--- src/hw/rtl/rrs_pkg.sv ---
// Package: shared types, widths and constants for the record replay smoother.
package rrs_pkg;

    // Field widths
    localparam int COUNT_W = 32;
    localparam int POS_W   = 32;
    localparam int Y_W     = 11;
    localparam int DROP_W  = 7;

    // Default replay queue depth
    localparam int QUEUE_DEPTH_DEF = 64;

    // Blend arithmetic: h0 + 2h1 + 3h2 + 4h3 + 10p fits in 37 bits signed
    localparam int SUM_W   = 37;
    localparam int MAG_W   = 15;          // |sum| below the clamp limit
    localparam int RECIP_W = 16;
    localparam int PROD_W  = MAG_W + RECIP_W;
    localparam int RECIP_SHIFT = 20;
    localparam logic [RECIP_W-1:0] RECIP_20 = 16'd52429;   // ceil(2^20 / 20)

    // sum >= 20020 gives y > 1000, sum <= -20020 gives y < -1000
    localparam logic signed [SUM_W-1:0] SUM_HI = 37'sd20020;
    localparam logic signed [SUM_W-1:0] SUM_LO = -37'sd20020;
    localparam logic signed [Y_W-1:0]   Y_MAX  = 11'sd1000;
    localparam logic signed [Y_W-1:0]   Y_MIN  = -11'sd1000;

    localparam logic [DROP_W-1:0] DROP_MAX = 7'd127;

    // Command codes
    localparam logic CMD_PUSH  = 1'b0;
    localparam logic CMD_QUERY = 1'b1;

    typedef struct packed {
        logic signed [POS_W-1:0] position;
        logic [COUNT_W-1:0]      count;
    } t_rec;

    typedef struct packed {
        logic full;
        logic empty;
    } t_q_status;

    typedef enum logic [2:0] {
        S_IDLE,
        S_PUSH,
        S_CHECK,
        S_READ,
        S_WAIT,
        S_OUT
    } t_state;

endpackage

--- src/hw/rtl/rrs_queue.sv ---
// Replay queue: record memory with registered read, pointers and occupancy.
module rrs_queue #(
    parameter int DEPTH = rrs_pkg::QUEUE_DEPTH_DEF
) (
    input  logic              i_clk,
    input  logic              i_rst_n,
    input  logic              i_push,
    input  rrs_pkg::t_rec     i_wr_rec,
    input  logic              i_pop,
    output rrs_pkg::t_rec     o_rd_rec,
    output rrs_pkg::t_q_status o_status
);

    localparam int PTR_W = (DEPTH > 1) ? $clog2(DEPTH) : 1;
    localparam int OCC_W = $clog2(DEPTH + 1);
    localparam logic [PTR_W-1:0] PTR_LAST = PTR_W'(DEPTH - 1);
    localparam logic [OCC_W-1:0] OCC_FULL = OCC_W'(DEPTH);

    rrs_pkg::t_rec    r_mem [DEPTH];
    rrs_pkg::t_rec    r_rd_data;
    logic [PTR_W-1:0] r_wr_ptr;
    logic [PTR_W-1:0] r_rd_ptr;
    logic [OCC_W-1:0] r_occ;

    // storage: no reset, entries are read only once written
    always_ff @(posedge i_clk) begin
        if (i_push) begin
            r_mem[r_wr_ptr] <= i_wr_rec;
        end
        if (i_pop) begin
            r_rd_data <= r_mem[r_rd_ptr];
        end
    end

    always_ff @(posedge i_clk) begin
        if (!i_rst_n) begin
            r_wr_ptr <= '0;
            r_rd_ptr <= '0;
            r_occ    <= '0;
        end else begin
            if (i_push) begin
                r_wr_ptr <= (r_wr_ptr == PTR_LAST) ? '0 : r_wr_ptr + PTR_W'(1);
            end
            if (i_pop) begin
                r_rd_ptr <= (r_rd_ptr == PTR_LAST) ? '0 : r_rd_ptr + PTR_W'(1);
            end
            case ({i_push, i_pop})
                2'b10:   r_occ <= r_occ + OCC_W'(1);
                2'b01:   r_occ <= r_occ - OCC_W'(1);
                default: r_occ <= r_occ;
            endcase
        end
    end

    assign o_rd_rec       = r_rd_data;
    assign o_status.full  = (r_occ == OCC_FULL);
    assign o_status.empty = (r_occ == '0);

endmodule

--- config.mk ---
export PLATFORM = sky130hd
export DESIGN_NAME = rrs_queue
export DESIGN_NICKNAME = d
export VERILOG_FILES = /design/src/hw/rtl/rrs_pkg.sv /design/src/hw/rtl/rrs_queue.sv
export SDC_FILE = /design/constraint.sdc
export NUM_CORES = 2
export LEC_CHECK = 0
export BUFFER_PORTS_ARGS = -buffer_cell sky130_fd_sc_hd__buf_4
export CAP_MARGIN = 20
export CORE_ASPECT_RATIO = 2
export CORE_MARGIN = 3
export CORE_UTILIZATION = 53
export DETAILED_ROUTE_END_ITERATION = 10
export GPL_TIMING_DRIVEN = 0
export PLACE_DENSITY_LB_ADDON = 0.12
export RECOVER_POWER = 25
export SLEW_MARGIN = 5
export SYNTH_ARGS = -nofsm -noshare
export SYNTH_HDL_FRONTEND = slang
export SYNTH_SLANG_ARGS = --single-unit
--- constraint.sdc ---
create_clock -name i_clk -period 7.49 [get_ports i_clk]
set_input_delay 0.3745 -clock i_clk [delete_from_list [all_inputs] [get_ports i_clk]]
set_output_delay 0.3745 -clock i_clk [all_outputs]
set_load 0.1 [all_outputs]
# Word level (Yosys, flattened, before mapping)
# Memory sizes are Yosys's and may differ from the RTL's. A register that Yosys moved wholly into a read port is not among the register bits.
# Index checks and enable logic that the tools add are counted.
dict set report totals {
  output_inout_bits 66
  mem_bits_rw 4096
  mem_bits_ro 0
  wordCells 20
  in_bits 68
  latch_bits 0
  regBits 19
  memories 1
}
dict set report op_classes {
  eq_ne 5
  bitwise 0
  n_mux 5
  n_mul 0
  reduce_logical 2
  n_div 0
  order_cmp 0
  shift 0
  addsub 4
}
# name depth word_bits rd rd_ports_with_merged_regs wr line
set memory_table {}
lappend memory_table {r_mem 64 64 1 1 1 rrs_queue.sv:19} ;# rrs_pkg::t_rec r_mem [DEPTH];
# op n
set op_table {}
lappend op_table {{$pmux W7 S2} 1}
lappend op_table {{$add A6 B1 Y6 const B} 2}
lappend op_table {{$eq A6 B6 Y1 const B} 2}
lappend op_table {{$mux W6} 2}
lappend op_table {{$add A7 B1 Y7 const B} 1}
lappend op_table {{$eq A7 B7 Y1 const B} 1}
lappend op_table {{$logic_not A7 Y1} 1}
lappend op_table {{$sub A7 B1 Y7 const B} 1}
lappend op_table {{$eq A2 B1 Y1 const B} 1}
lappend op_table {{$eq A2 B2 Y1 const B} 1}
lappend op_table {{$mux W1} 2}
lappend op_table {{$reduce_bool A2 Y1} 1}

# Logic depth before layout (Yosys ltp)
dict set report logic_depth {
  word_depth 2
  depth_mapped 11
  ltp_nobuf 9
}

# Least setup slack after synthesis
# Ideal clock, no wire load.
dict set report synth_timing {
  kind {input to register}
  startpoint {input i_push}
  endpoint {memory r_mem[48][0] (netlist bit) (enable)}
  arrival_time_ps 6891
  path_slack_ps -45
  required_ps 6846
  path_stages 3
  setup_time_ps 644
  path_buffers 1
  path_cell_list {buf_1 -> nand4b_1 -> nor4_1}
}
dict set report synth_between {
  elab_chain_len 2
}
# item line
set synth_rtl {}
lappend synth_rtl {{from (decl)} rrs_queue.sv:7} ;# input logic i_push,
lappend synth_rtl {{$mux W1} rrs_queue.sv:27} ;# if (i_push) begin
lappend synth_rtl {{$mux W1 (not written as such)} rrs_queue.sv:28} ;# r_mem[r_wr_ptr] <= i_wr_rec;
lappend synth_rtl {{to (decl)} rrs_queue.sv:19}
# Every way passes these cells.

==> impl_metrics.csv <==
group,metric,value,unit
setup_path,worst_ep_required_time,8.07,ns
global_route,grt_overflow_total,0,
pwr,p_per_area,260.5,nW/um2
setup_path,path_class,"flop to flop",
clock_tree,cts_tree,"yes",
floorplan,fp.dieArea,306800,um2
timing,hold_viol,0,
route,dr.pass1.iters,7,
finish,drive_gt1_share,25.01,%
clock_tree,cts_resized,0,
timing,fmax,0.1876,GHz
flow_run,drv_cap,47,
clock_tree,root_buffer,"clkbuf_16",
route,wl_per_cell,41.85,um
pwr,power.leakage,55.20,nW
timing,period_minus_slack,5.330,ns
logic_synthesis,synth_flop_cell,"edfxtp_1",
setup_path,path_max_fanout,10,
global_route,grt_antenna_before_repair,50,
placed_design,io_buffer_count,133,
route,drt-total-wl,506700,um
logic_synthesis,async_flop_share,0,%
logic_synthesis,seq_area_frac_synth,78.87,%
timing,setup_violations,0,
clock_tree,clock_path_buffers,4,
timing,slew_headroom,-135.3,%
logic_synthesis,synth_nets,7069,
placed_design,place_inst,11400,
timing,rsz0062_at_grt,"no",
route,vias_per_cell,6.613,
finish,area_growth,14.66,%
timing,final.setup_skew,0.05667,ns
global_route,grt_usage,33.28,%
clock_tree,cts_buffers,354,
logic_synthesis,netlist_area,158900,um2
route,postRouteAntennaNets,0,
status,outcome,"complete, but fails checks",
clock_tree,clock_sinks,4179,
finish,nFillCells,20570,
clock_tree,clkTransAtPathRegs,0.07,ns
global_route,grt_pass1_wl,682800,um
logic_synthesis,syn_area_per_cell,22.71,um2
floorplan,die_y,780.3,um
timing,setup_tns,0,ns
logic_synthesis,synth.lib_cells_used.distinct,57,
min_path,hold_class,"primary input to flop",
global_route,first_global_vias,82270,
timing,finalCritPeriodShare,71.17,%
placed_design,hpwl,356900,um
route,drt_iter0_markers,9866,
placed_design,globalplace.congestion,0.8794,
pwr,ir_worst_vdd,0.2247,mV
setup_path,worstSetupStartpointType,"flop",
timing,worst_pin_slew,3.530,ns
finish,fin_cells,12110,
global_route,grt_max_degree,65,
floorplan,coreArea,297800,um2
logic_synthesis,synth_edf_count,4160,
status,violations,"max-capacitance violations, max-slew violations",
floorplan,pin_count,134,
logic_synthesis,yosys_warnings,0,
finish,nets,7895,
logic_synthesis,synth-seq-cells,4179,
floorplan,placementRows,283,
logic_synthesis,synthCells,6996,
floorplan,start_util,53.35,%
route,vias,80060,
clock_tree,clk_latency,0.94,ns
setup_path,cp.arrival,5.91,ns
clock_tree,htree_levels,5,
floorplan,die_w,393.1,um
timing,drv_slew,3012,
setup_path,cp-end-kind,"flop",
route,drc,0,
[cells in the final DEF (no fill, tap or decap), drive strengths merged, types with 34 or more instances in the layout]
cell,count
bufinv,35
dlygate4sd3,54
nor3,36
o22ai,118
o22a,34
o221ai,94
clkbuf,669
clkinv,137
mux4,868
nor2b,54
nor2,84
a221oi,77
a22o,54
mux2i,473
a21oi,51
edfxtp,4160
o21ai,79
a22oi,46
nand2,50
a211oi,130
buf,600
[worst max-delay path, stage by stage (launching register included)]
cell      delay, ns
dfxtp_1        0.47
buf_6          0.26
buf_6          0.31
buf_6          0.30
buf_2          0.63
nand2b_1       0.40
buf_2          0.36
clkbuf_2       0.76
o221ai_1       0.42
o221ai_1       0.95
[layer usage]
metal	track usage (%)	share of wire, %
met4	26.14	10
met2	57.50	52
met3	5.600	7.5
met1	36.10	30
met5	0	0.018
[where the power goes]
group	switching [mW]	leakage [nW]	internal, mW
sequential	0.0383	37.6	25.9
combinational	2.09	12.1	1.01
clock	8.36	5.47	10.1
total	10.5	55.2	37.0
[synth_stat cells, types with 8 or more instances]
cell type	instances	area share, %
buf_6	29	0.21
buf_4	55	0.26
a211o_1	10	0.055
buf_1	23	0.054
o221ai_1	94	0.52
buf_2	124	0.39
nand4_1	14	0.055
nor2b_1	54	0.21
nor2_1	84	0.20
mux2i_1	473	3.0
nand2b_1	22	0.087
nand2_1	49	0.12
o22ai_1	118	0.46
edfxtp_1	4160	79
a22oi_1	46	0.22
or3_1	21	0.083
a221oi_1	76	0.42
mux2_2	10	0.071
a21oi_1	51	0.16
o21ai_1	20	0.063
a211oi_1	127	0.60
nor3_1	36	0.11
a22o_1	54	0.30
mux4_2	868	12
o22a_1	34	0.19
o21ai_0	59	0.19
nand3_1	8	0.025
o211ai_1	10	0.047
and2_1	8	0.032
clkbuf_1	188	0.44
dfxtp_1	19	0.24
[timing repair]
action / 4_1_cts / 5_1_grt
hold buffers: 54 / 0
buffers inserted: 0 / 0
endpoints found under the hold margin: 1161 / 0
[per-stage QoR]
step | utilization (%) | area (um2) | power (mW) | setup slack [ns] | hold slack [ns]
floorplan | - | 158900 | 28.04 | 1.356 | 0.4561
global placement | 55.36 | 164900 | 29.36 | -6.485 | 0.4809
detailed placement | 57.24 | 170400 | 29.45 | 2.419 | 0.4834
CTS | 61.19 | 182200 | 47.58 | 2.405 | 0.0002272
global route | 61.16 | 182100 | 48.53 | 2.432 | 0.1830
finish | 61.17 | 182200 | 47.45 | 2.160 | 0.2041
[logic make-up (layout without fill, tap and decap cells)]
logic type	count (synthesis)	after routing	share of synthesized area, %
AOI/OAI and AO/OA	714	714	3.302
DFF	4179	4179	78.87
other	0	24	0
xor gates and xnor gates	10	10	0.05513
and+or+nand+nor	315	315	1.012
muxes	1351	1351	15.36
buffers and inverters	422	1519	1.364
adders and majority gates	5	5	0.03938
[layout make-up]
class                      instances  area [um2]  area share, %
clock buffer                     433        9334          5.124
inverter                           2       7.507       0.004121
antenna                           24       60.06        0.03297
clock inverter                   194        1892          1.039
tap                             3990        4992          2.741
timing repair buffer             470        6504          3.571
sequential                      4179      125300          68.79
buffer                           420        2177          1.195
multi-input combinational       2395       31880          17.50
[registers in the layout, indices dropped and copies added, names as in the netlist]
signal    flops
r_rd_ptr      6
o_rd_rec     64
r_wr_ptr      6
r_mem      4096
r_occ         7
[worst paths after layout]
path                            startpoint                        to  slack (ns)  cells past startpoint
setup / recovery  r_rd_ptr[0]$_SDFFE_PN0P_     o_rd_rec[6]$_DFFE_PP_        2.16                      9
hold / removal                      i_push  r_wr_ptr[1]$_SDFFE_PN0P_        0.20                      4
setup reg to reg  r_rd_ptr[0]$_SDFFE_PN0P_     o_rd_rec[6]$_DFFE_PP_        2.16                      9
hold reg to reg      r_occ[6]$_SDFFE_PN0P_     r_occ[6]$_SDFFE_PN0P_        0.49                      2
Note: power is estimated with default switching activity, not from simulation.
