--- src/hw/rtl/rrs_pkg.sv ---
// Package: shared types, widths and constants for the record replay smoother.
package rrs_pkg;

    // Field widths
    localparam int COUNT_W = 32;
    localparam int POS_W   = 32;
    localparam int Y_W     = 11;
    localparam int DROP_W  = 7;

    // Default replay queue depth
    localparam int QUEUE_DEPTH_DEF = 64;

    // Blend arithmetic: h0 + 2h1 + 3h2 + 4h3 + 10p fits in 37 bits signed
    localparam int SUM_W   = 37;
    localparam int MAG_W   = 15;          // |sum| below the clamp limit
    localparam int RECIP_W = 16;
    localparam int PROD_W  = MAG_W + RECIP_W;
    localparam int RECIP_SHIFT = 20;
    localparam logic [RECIP_W-1:0] RECIP_20 = 16'd52429;   // ceil(2^20 / 20)

    // sum >= 20020 gives y > 1000, sum <= -20020 gives y < -1000
    localparam logic signed [SUM_W-1:0] SUM_HI = 37'sd20020;
    localparam logic signed [SUM_W-1:0] SUM_LO = -37'sd20020;
    localparam logic signed [Y_W-1:0]   Y_MAX  = 11'sd1000;
    localparam logic signed [Y_W-1:0]   Y_MIN  = -11'sd1000;

    localparam logic [DROP_W-1:0] DROP_MAX = 7'd127;

    // Command codes
    localparam logic CMD_PUSH  = 1'b0;
    localparam logic CMD_QUERY = 1'b1;

    typedef struct packed {
        logic signed [POS_W-1:0] position;
        logic [COUNT_W-1:0]      count;
    } t_rec;

    typedef struct packed {
        logic full;
        logic empty;
    } t_q_status;

    typedef enum logic [2:0] {
        S_IDLE,
        S_PUSH,
        S_CHECK,
        S_READ,
        S_WAIT,
        S_OUT
    } t_state;

endpackage

--- src/hw/rtl/rrs_blend.sv ---
// Smoothing filter: weighted sum with output history, divide by 20, clamp.
module rrs_blend (
    input  logic                             i_clk,
    input  logic                             i_rst_n,
    input  logic                             i_start,
    input  logic signed [rrs_pkg::POS_W-1:0] i_pos,
    output logic                             o_done,
    output logic signed [rrs_pkg::Y_W-1:0]   o_y
);

    localparam int SW = rrs_pkg::SUM_W;

    logic signed [rrs_pkg::Y_W-1:0] r_hist [4];
    logic signed [SW-1:0]           r_sum;
    logic                           r_v1;
    logic                           r_done;
    logic signed [rrs_pkg::Y_W-1:0] r_y;

    logic signed [SW-1:0]               c_h0, c_h1, c_h2, c_h3, c_p, c_sum;
    logic                               c_hi, c_lo, c_neg;
    logic signed [SW-1:0]               c_abs;
    logic [rrs_pkg::MAG_W-1:0]          c_mag;
    logic [rrs_pkg::PROD_W-1:0]         c_prod;
    logic signed [rrs_pkg::Y_W-1:0]     c_q, c_y;

    // stage 1: weighted sum
    always_comb begin
        c_h0  = SW'(r_hist[0]);
        c_h1  = SW'(r_hist[1]);
        c_h2  = SW'(r_hist[2]);
        c_h3  = SW'(r_hist[3]);
        c_p   = SW'(i_pos);
        c_sum = c_h0 + (c_h1 <<< 1) + c_h2 + (c_h2 <<< 1) + (c_h3 <<< 2)
              + (c_p <<< 3) + (c_p <<< 1);
    end

    // stage 2: clamp decision, then |sum| / 20 by reciprocal (exact below 2^15)
    always_comb begin
        c_hi   = (r_sum >= rrs_pkg::SUM_HI);
        c_lo   = (r_sum <= rrs_pkg::SUM_LO);
        c_neg  = r_sum[SW-1];
        c_abs  = c_neg ? -r_sum : r_sum;
        c_mag  = c_abs[rrs_pkg::MAG_W-1:0];
        c_prod = rrs_pkg::PROD_W'(c_mag) * rrs_pkg::PROD_W'(rrs_pkg::RECIP_20);
        c_q    = $signed(c_prod[rrs_pkg::RECIP_SHIFT +: rrs_pkg::Y_W]);
        if (c_hi) begin
            c_y = rrs_pkg::Y_MAX;
        end else if (c_lo) begin
            c_y = rrs_pkg::Y_MIN;
        end else begin
            c_y = c_neg ? -c_q : c_q;
        end
    end

    always_ff @(posedge i_clk) begin
        if (i_start) begin
            r_sum <= c_sum;
        end
        if (r_v1) begin
            r_y <= c_y;
        end
    end

    always_ff @(posedge i_clk) begin
        if (!i_rst_n) begin
            r_v1   <= 1'b0;
            r_done <= 1'b0;
            for (int i = 0; i < 4; i++) begin
                r_hist[i] <= '0;
            end
        end else begin
            r_v1   <= i_start;
            r_done <= r_v1;
            if (r_v1) begin
                r_hist[0] <= r_hist[1];
                r_hist[1] <= r_hist[2];
                r_hist[2] <= r_hist[3];
                r_hist[3] <= c_y;
            end
        end
    end

    assign o_done = r_done;
    assign o_y    = r_y;

endmodule

--- config.mk ---
export PLATFORM = sky130hd
export DESIGN_NAME = rrs_blend
export DESIGN_NICKNAME = d
export VERILOG_FILES = /design/src/hw/rtl/rrs_pkg.sv /design/src/hw/rtl/rrs_blend.sv
export SDC_FILE = /design/constraint.sdc
export NUM_CORES = 1
export LEC_CHECK = 0
export ABC_AREA = 1
export CAP_MARGIN = 15
export CORE_ASPECT_RATIO = 1.4
export CORE_MARGIN = 3
export CORE_UTILIZATION = 45
export CTS_CLUSTER_DIAMETER = 40
export DETAILED_ROUTE_END_ITERATION = 6
export DONT_BUFFER_PORTS = 1
export GPL_TIMING_DRIVEN = 0
export HOLD_SLACK_MARGIN = 0.08
export PLACE_DENSITY_LB_ADDON = 0.1
export SYNTH_ARGS = -nofsm -noshare
export SYNTH_HDL_FRONTEND = slang
export SYNTH_SLANG_ARGS = --single-unit
--- constraint.sdc ---
create_clock -name i_clk -period 6.5 [get_ports i_clk]
set_input_delay 0.325 -clock i_clk [delete_from_list [all_inputs] [get_ports i_clk]]
set_output_delay 0.325 -clock i_clk [all_outputs]
set_load 0.02 [all_outputs]
# == Yosys cells after proc, flatten, opt, wreduce, memory -nomap -nowiden ==
# Memories as Yosys holds them, arrays and structs flattened.
# Cells that the tools add are included.
# op_classes
addsub,8
mul,1
div_mod_pow,0
magnitude_cmp,2
n_eq_ne,0
n_shift,0
muxes,12
bitwise_logic,4
reduce_logical,0
# ops
operator,n
$mux W11,7
$add A36 B33 Y37,1
$ge A37 B16 Y1 const B,1
$le A37 B16 Y1 const B,1
$add A16 B35 Y36,1
$mul A15 B16 Y31 const B,1
$add A15 B13 Y16,1
$add A14 B12 Y15,1
$mux W15,1
$neg A15 Y15,1
$add A13 B11 Y14,1
$add A11 B12 Y13,1
$neg A11 Y11,1
$mux W1,4
$or A1 B1 Y1,4
# word_totals
ff_bits,50
latchBits,0
mem_bits_rw,44
mem_bits_ro,0
inputBits,35
out_inout_bits,12
word_cells,32
mem_count,1
# memory_table
memory,words,word_bits,rd,rd_ports_with_merged_regs,write_ports,line_no,rtl
r_hist,4,11,4,0,4,rrs_blend.sv:13,logic signed [rrs_pkg::Y_W-1:0] r_hist [4];

# == Longest topological paths before layout ==
# logic_depth
ltp_word,8
depth_mapped,42
mapped_depth_nobuf,42

# == Worst setup path after synthesis ==
# OpenSTA, ideal clock, no wires.
# synth_path
kind,flip-flop to flip-flop
start,register r_sum[0]
end,"memory r_hist[0][43] (netlist name), data pin"
setup_time_ps,264
arrival_ps,6243
required_ps,6236
slack_ps,-7
path_stages_with_launch,38
n_path_buf,0
period_less_slack_ps,6507
path_cell_list,edfxtp_1 inv_1 ha_1 nand3_1 inv_1 nand2_1 nand2_2 o21ai_2 xor2_1 nand2_1 inv_1 nor2_1 fa_1 inv_1 fa_1 inv_1 fa_1 fa_1 (+2 left out) inv_1 ha_1 a21oi_1 o21ai_0 a21oi_1 nand2_1 nand2_1 and2_1 ha_1 nand3_1 nor2_1 nand2_2 nand2_2 nand3_1 nand2_1 nand3_2 nand2_2 nor2_2
# synth_lines
element,line_no,rtl
from (decl),rrs_blend.sv:14,logic signed [SW-1:0] r_sum;
from (signal assigned),rrs_blend.sv:57,r_sum <= c_sum;
to (decl),rrs_blend.sv:13,

==> metrics <==
Hold Path Sink=r_sum[35]$_DFFE_PP_; RSZ-0062 raised after global routing=true; fin nets=roughly 1800; clock sinks=94; setup total negative slack=-1.65 ns; worst path arrival time=just under 7 ns; share of cells above drive strength 1=0.218; Total GRT Usage=0.212; drt total wl=31100 microns; critical-path cell with the highest stage delay=fa_2; largest net degree at the start of global routing=39; post-route cell area=0.0153 sq mm; Synth Area in Compound Gates=0.0641; initial core utilization=0.462; post-synth cell types=48; max incr delay on CP=0.55 ns; Finish-stage setup viols=15; Worst-path clk slew=roughly 0.070 ns; I/O Pins=47; FP Rows=72; Clock Tree Root=clkbuf_16; commonest non-fill, non-tap cell in the layout=inv_1; hold crit path type=input pin to flip-flop; Final period util=1.03; maximum fanout along the worst path=3; crit end category=flip-flop; Syn Inst Count=1366; ys async rst share=0; top post-synthesis cells by area=fa_1 (28%), edfxtp_1 (21%), ha_1 (17%); main combinational cell family by area after synthesis=adder cells; fin. max-slew vios=0; Pre-antenna DRT Iters=5; Worst R2R Setup Slack=-0.21 ns; ANT cells=0; Crit Path Category=flip-flop to flip-flop; global route overflow=0; vias per inst=roughly 5.1; Max Clock Freq=approximately 150 MHz; Worst slew margin=0.420; CP Launch Type=flip-flop; Primary FF master, synth=edfxtp_1; initial detailed-routing violation count=between 300 and 400; Syn. warnings=0; Yosys reg bits=between 90 and 100; clock skew=just over 0.01 ns; post-route antenna net violation count=0; Max Cap Violations=0; CTS tree=yes; hold_sp=i_start; Die Y-Extent=around 210 microns; area post-placement=around 0.013 sq mm; core box area=roughly 0.028 sq mm; Worst Setup Slack, final=-0.207 ns; worst r2r src=r_sum[0]$_DFFE_PP_; Post-Synth Adder-Cell Area=0.446; most frequent CP cell=buf_4; post-DP HPWL=between 20000 and 30000 microns; Fin. Hold Viols=0; vias in the first global route=~10000; DR vias=just over 9000; Seq/Total Area, Yosys=0.217; H-Tree Depth=3; Hold WS=0.0981 ns; number of cells on the worst reg-to-reg path=between 40 and 50; clk buf depth=2; Post-synth EDFFs=just over 90; GPL Wtd Cong=about 0.89; die area=0.0308 sq mm; # port buffers=0; DR WL/cell=17.0 microns; Yosys top cell area share=0.279; Worst-Skew Late Latency=between 0.3 and 0.4 ns; first-pass GRT wire length=just over 50000 microns; area leader, netlist=fa_1; status=complete, but fails checks; Num CTS Buffers=9; Synth Area per Inst=between 9 and 10 sq um; failing checks=negative setup slack; simple-gate area share of the yosys netlist=0.151; Syn Nets=approximately 1800; Worst EP required=between 6 and 7 ns; Worst Max-Slew Pin Slew=around 0.87 ns; post-synthesis mux area share=0; Reg2Reg Capture Point=r_hist[0][41]$_SDFFCE_PN0P_; Post-route DRC=0; initial antenna violation count=0; Post-Synth XOR/XNOR Area=0.0422; area grow syn2layout=18.5%; crit path time final=between 6 and 7 ns; most frequent cells in the layout=inv_1 (236), nand2_1 (178), fa_1 (168); hold path depth=0; Post-Syn Area=around 0.013 sq mm; Die W=roughly 150 microns
-- worst max path at each step --
stage,startpoint,to,slack [ns],cells past startpoint
after CTS,r_sum[1]$_DFFE_PP_,r_hist[0][43]$_SDFFCE_PN0P_,-0.09,37
after detailed placement,r_sum[36]$_DFFE_PP_,r_hist[0][41]$_SDFFCE_PN0P_,-1.29,30
after global placement,r_sum[36]$_DFFE_PP_,r_hist[0][41]$_SDFFCE_PN0P_,-1.32,30
after floorplan,r_sum[2]$_DFFE_PP_,r_hist[0][43]$_SDFFCE_PN0P_,0.01,33
final,r_sum[0]$_DFFE_PP_,r_hist[0][41]$_SDFFCE_PN0P_,-0.21,42
after global routing,r_sum[0]$_DFFE_PP_,r_hist[0][43]$_SDFFCE_PN0P_,-0.56,36
-- routing by layer --
| metal | routed length [microns] | track usage | up-vias |
|---|---|---|---|
| met5 | 0 | 0 | - |
| met2 | 16900 | 0.402 | 191 |
| li1 | - | - | 4559 |
| met1 | 11500 | 0.232 | 4462 |
| met4 | 1700 | 0.109 | 0 |
| met3 | 1040 | 0.0239 | 81 |
-- sequential cells by signal, summed over array words and instances (netlist names) --
signal	count
r_v1	1
o_done	1
r_sum	37
r_hist	44
o_y	11
-- layout make-up --
| type | count | area, sq um |
|---|---|---|
| plain buffers | 9 | 57.6 |
| clock buffers | 10 | 229 |
| clock inverters | 6 | 70.1 |
| fillers | 2565 | 12600 |
| inverters | 266 | 1000 |
| multi-input cells | 997 | 10000 |
| flip-flops and latches | 94 | 2800 |
| well taps | 370 | 463 |
| repair buffers | 83 | 681 |
-- critical path: cells and delay by family (launching register included) --
family / cells / cell delay [ns]
buffers and inverters: 21 / 2.33
adders and majority gates: 7 / 2.20
and+or+nand+nor: 12 / 1.15
DFF: 1 / 0.53
AOI/OAI and AO/OA: 2 / 0.21
-- metrics by stage --
stage / worst slack [ns] / cells / util
floorplan: 0.00957 / 1366 / -
global placement: -1.32 / 1736 / 0.479
detailed placement: -1.29 / 1738 / 0.481
CTS: -0.0907 / 1827 / 0.536
global route: -0.560 / 1835 / 0.548
finish: -0.207 / 1835 / 0.548
-- logic make-up after synthesis --
| group | after synthesis |
|---|---|
| AOI/OAI and AO/OA | 141 |
| xor gates and xnor gates | 60 |
| adders and majority gates | 352 |
| buffers and inverters | 275 |
| DFF | 94 |
| and+or+nand+nor | 444 |
-- repair_timing --
action / in CTS / in global routing
buffers inserted: 72 / 8
pin swaps: 85 / 51
endpoints found under the setup margin: 22 / 20
hold endpoints to repair: 1 / 0
hold buffers: 1 / 0
gates resized for setup: 147 / 77
-- Yosys cell counts, types with 11 or more instances --
cell,instances
nor3_1,11
fa_1,180
inv_1,259
nand2_2,12
ha_1,172
nand3_1,44
nor2_1,114
edfxtp_1,92
xnor2_1,20
o21ai_0,27
xor2_1,39
a21oi_1,69
nand2_1,218
Power is left out: the tool's default activity adds up to more than one toggle a clock period on the data nets, which glitch-free logic cannot reach.
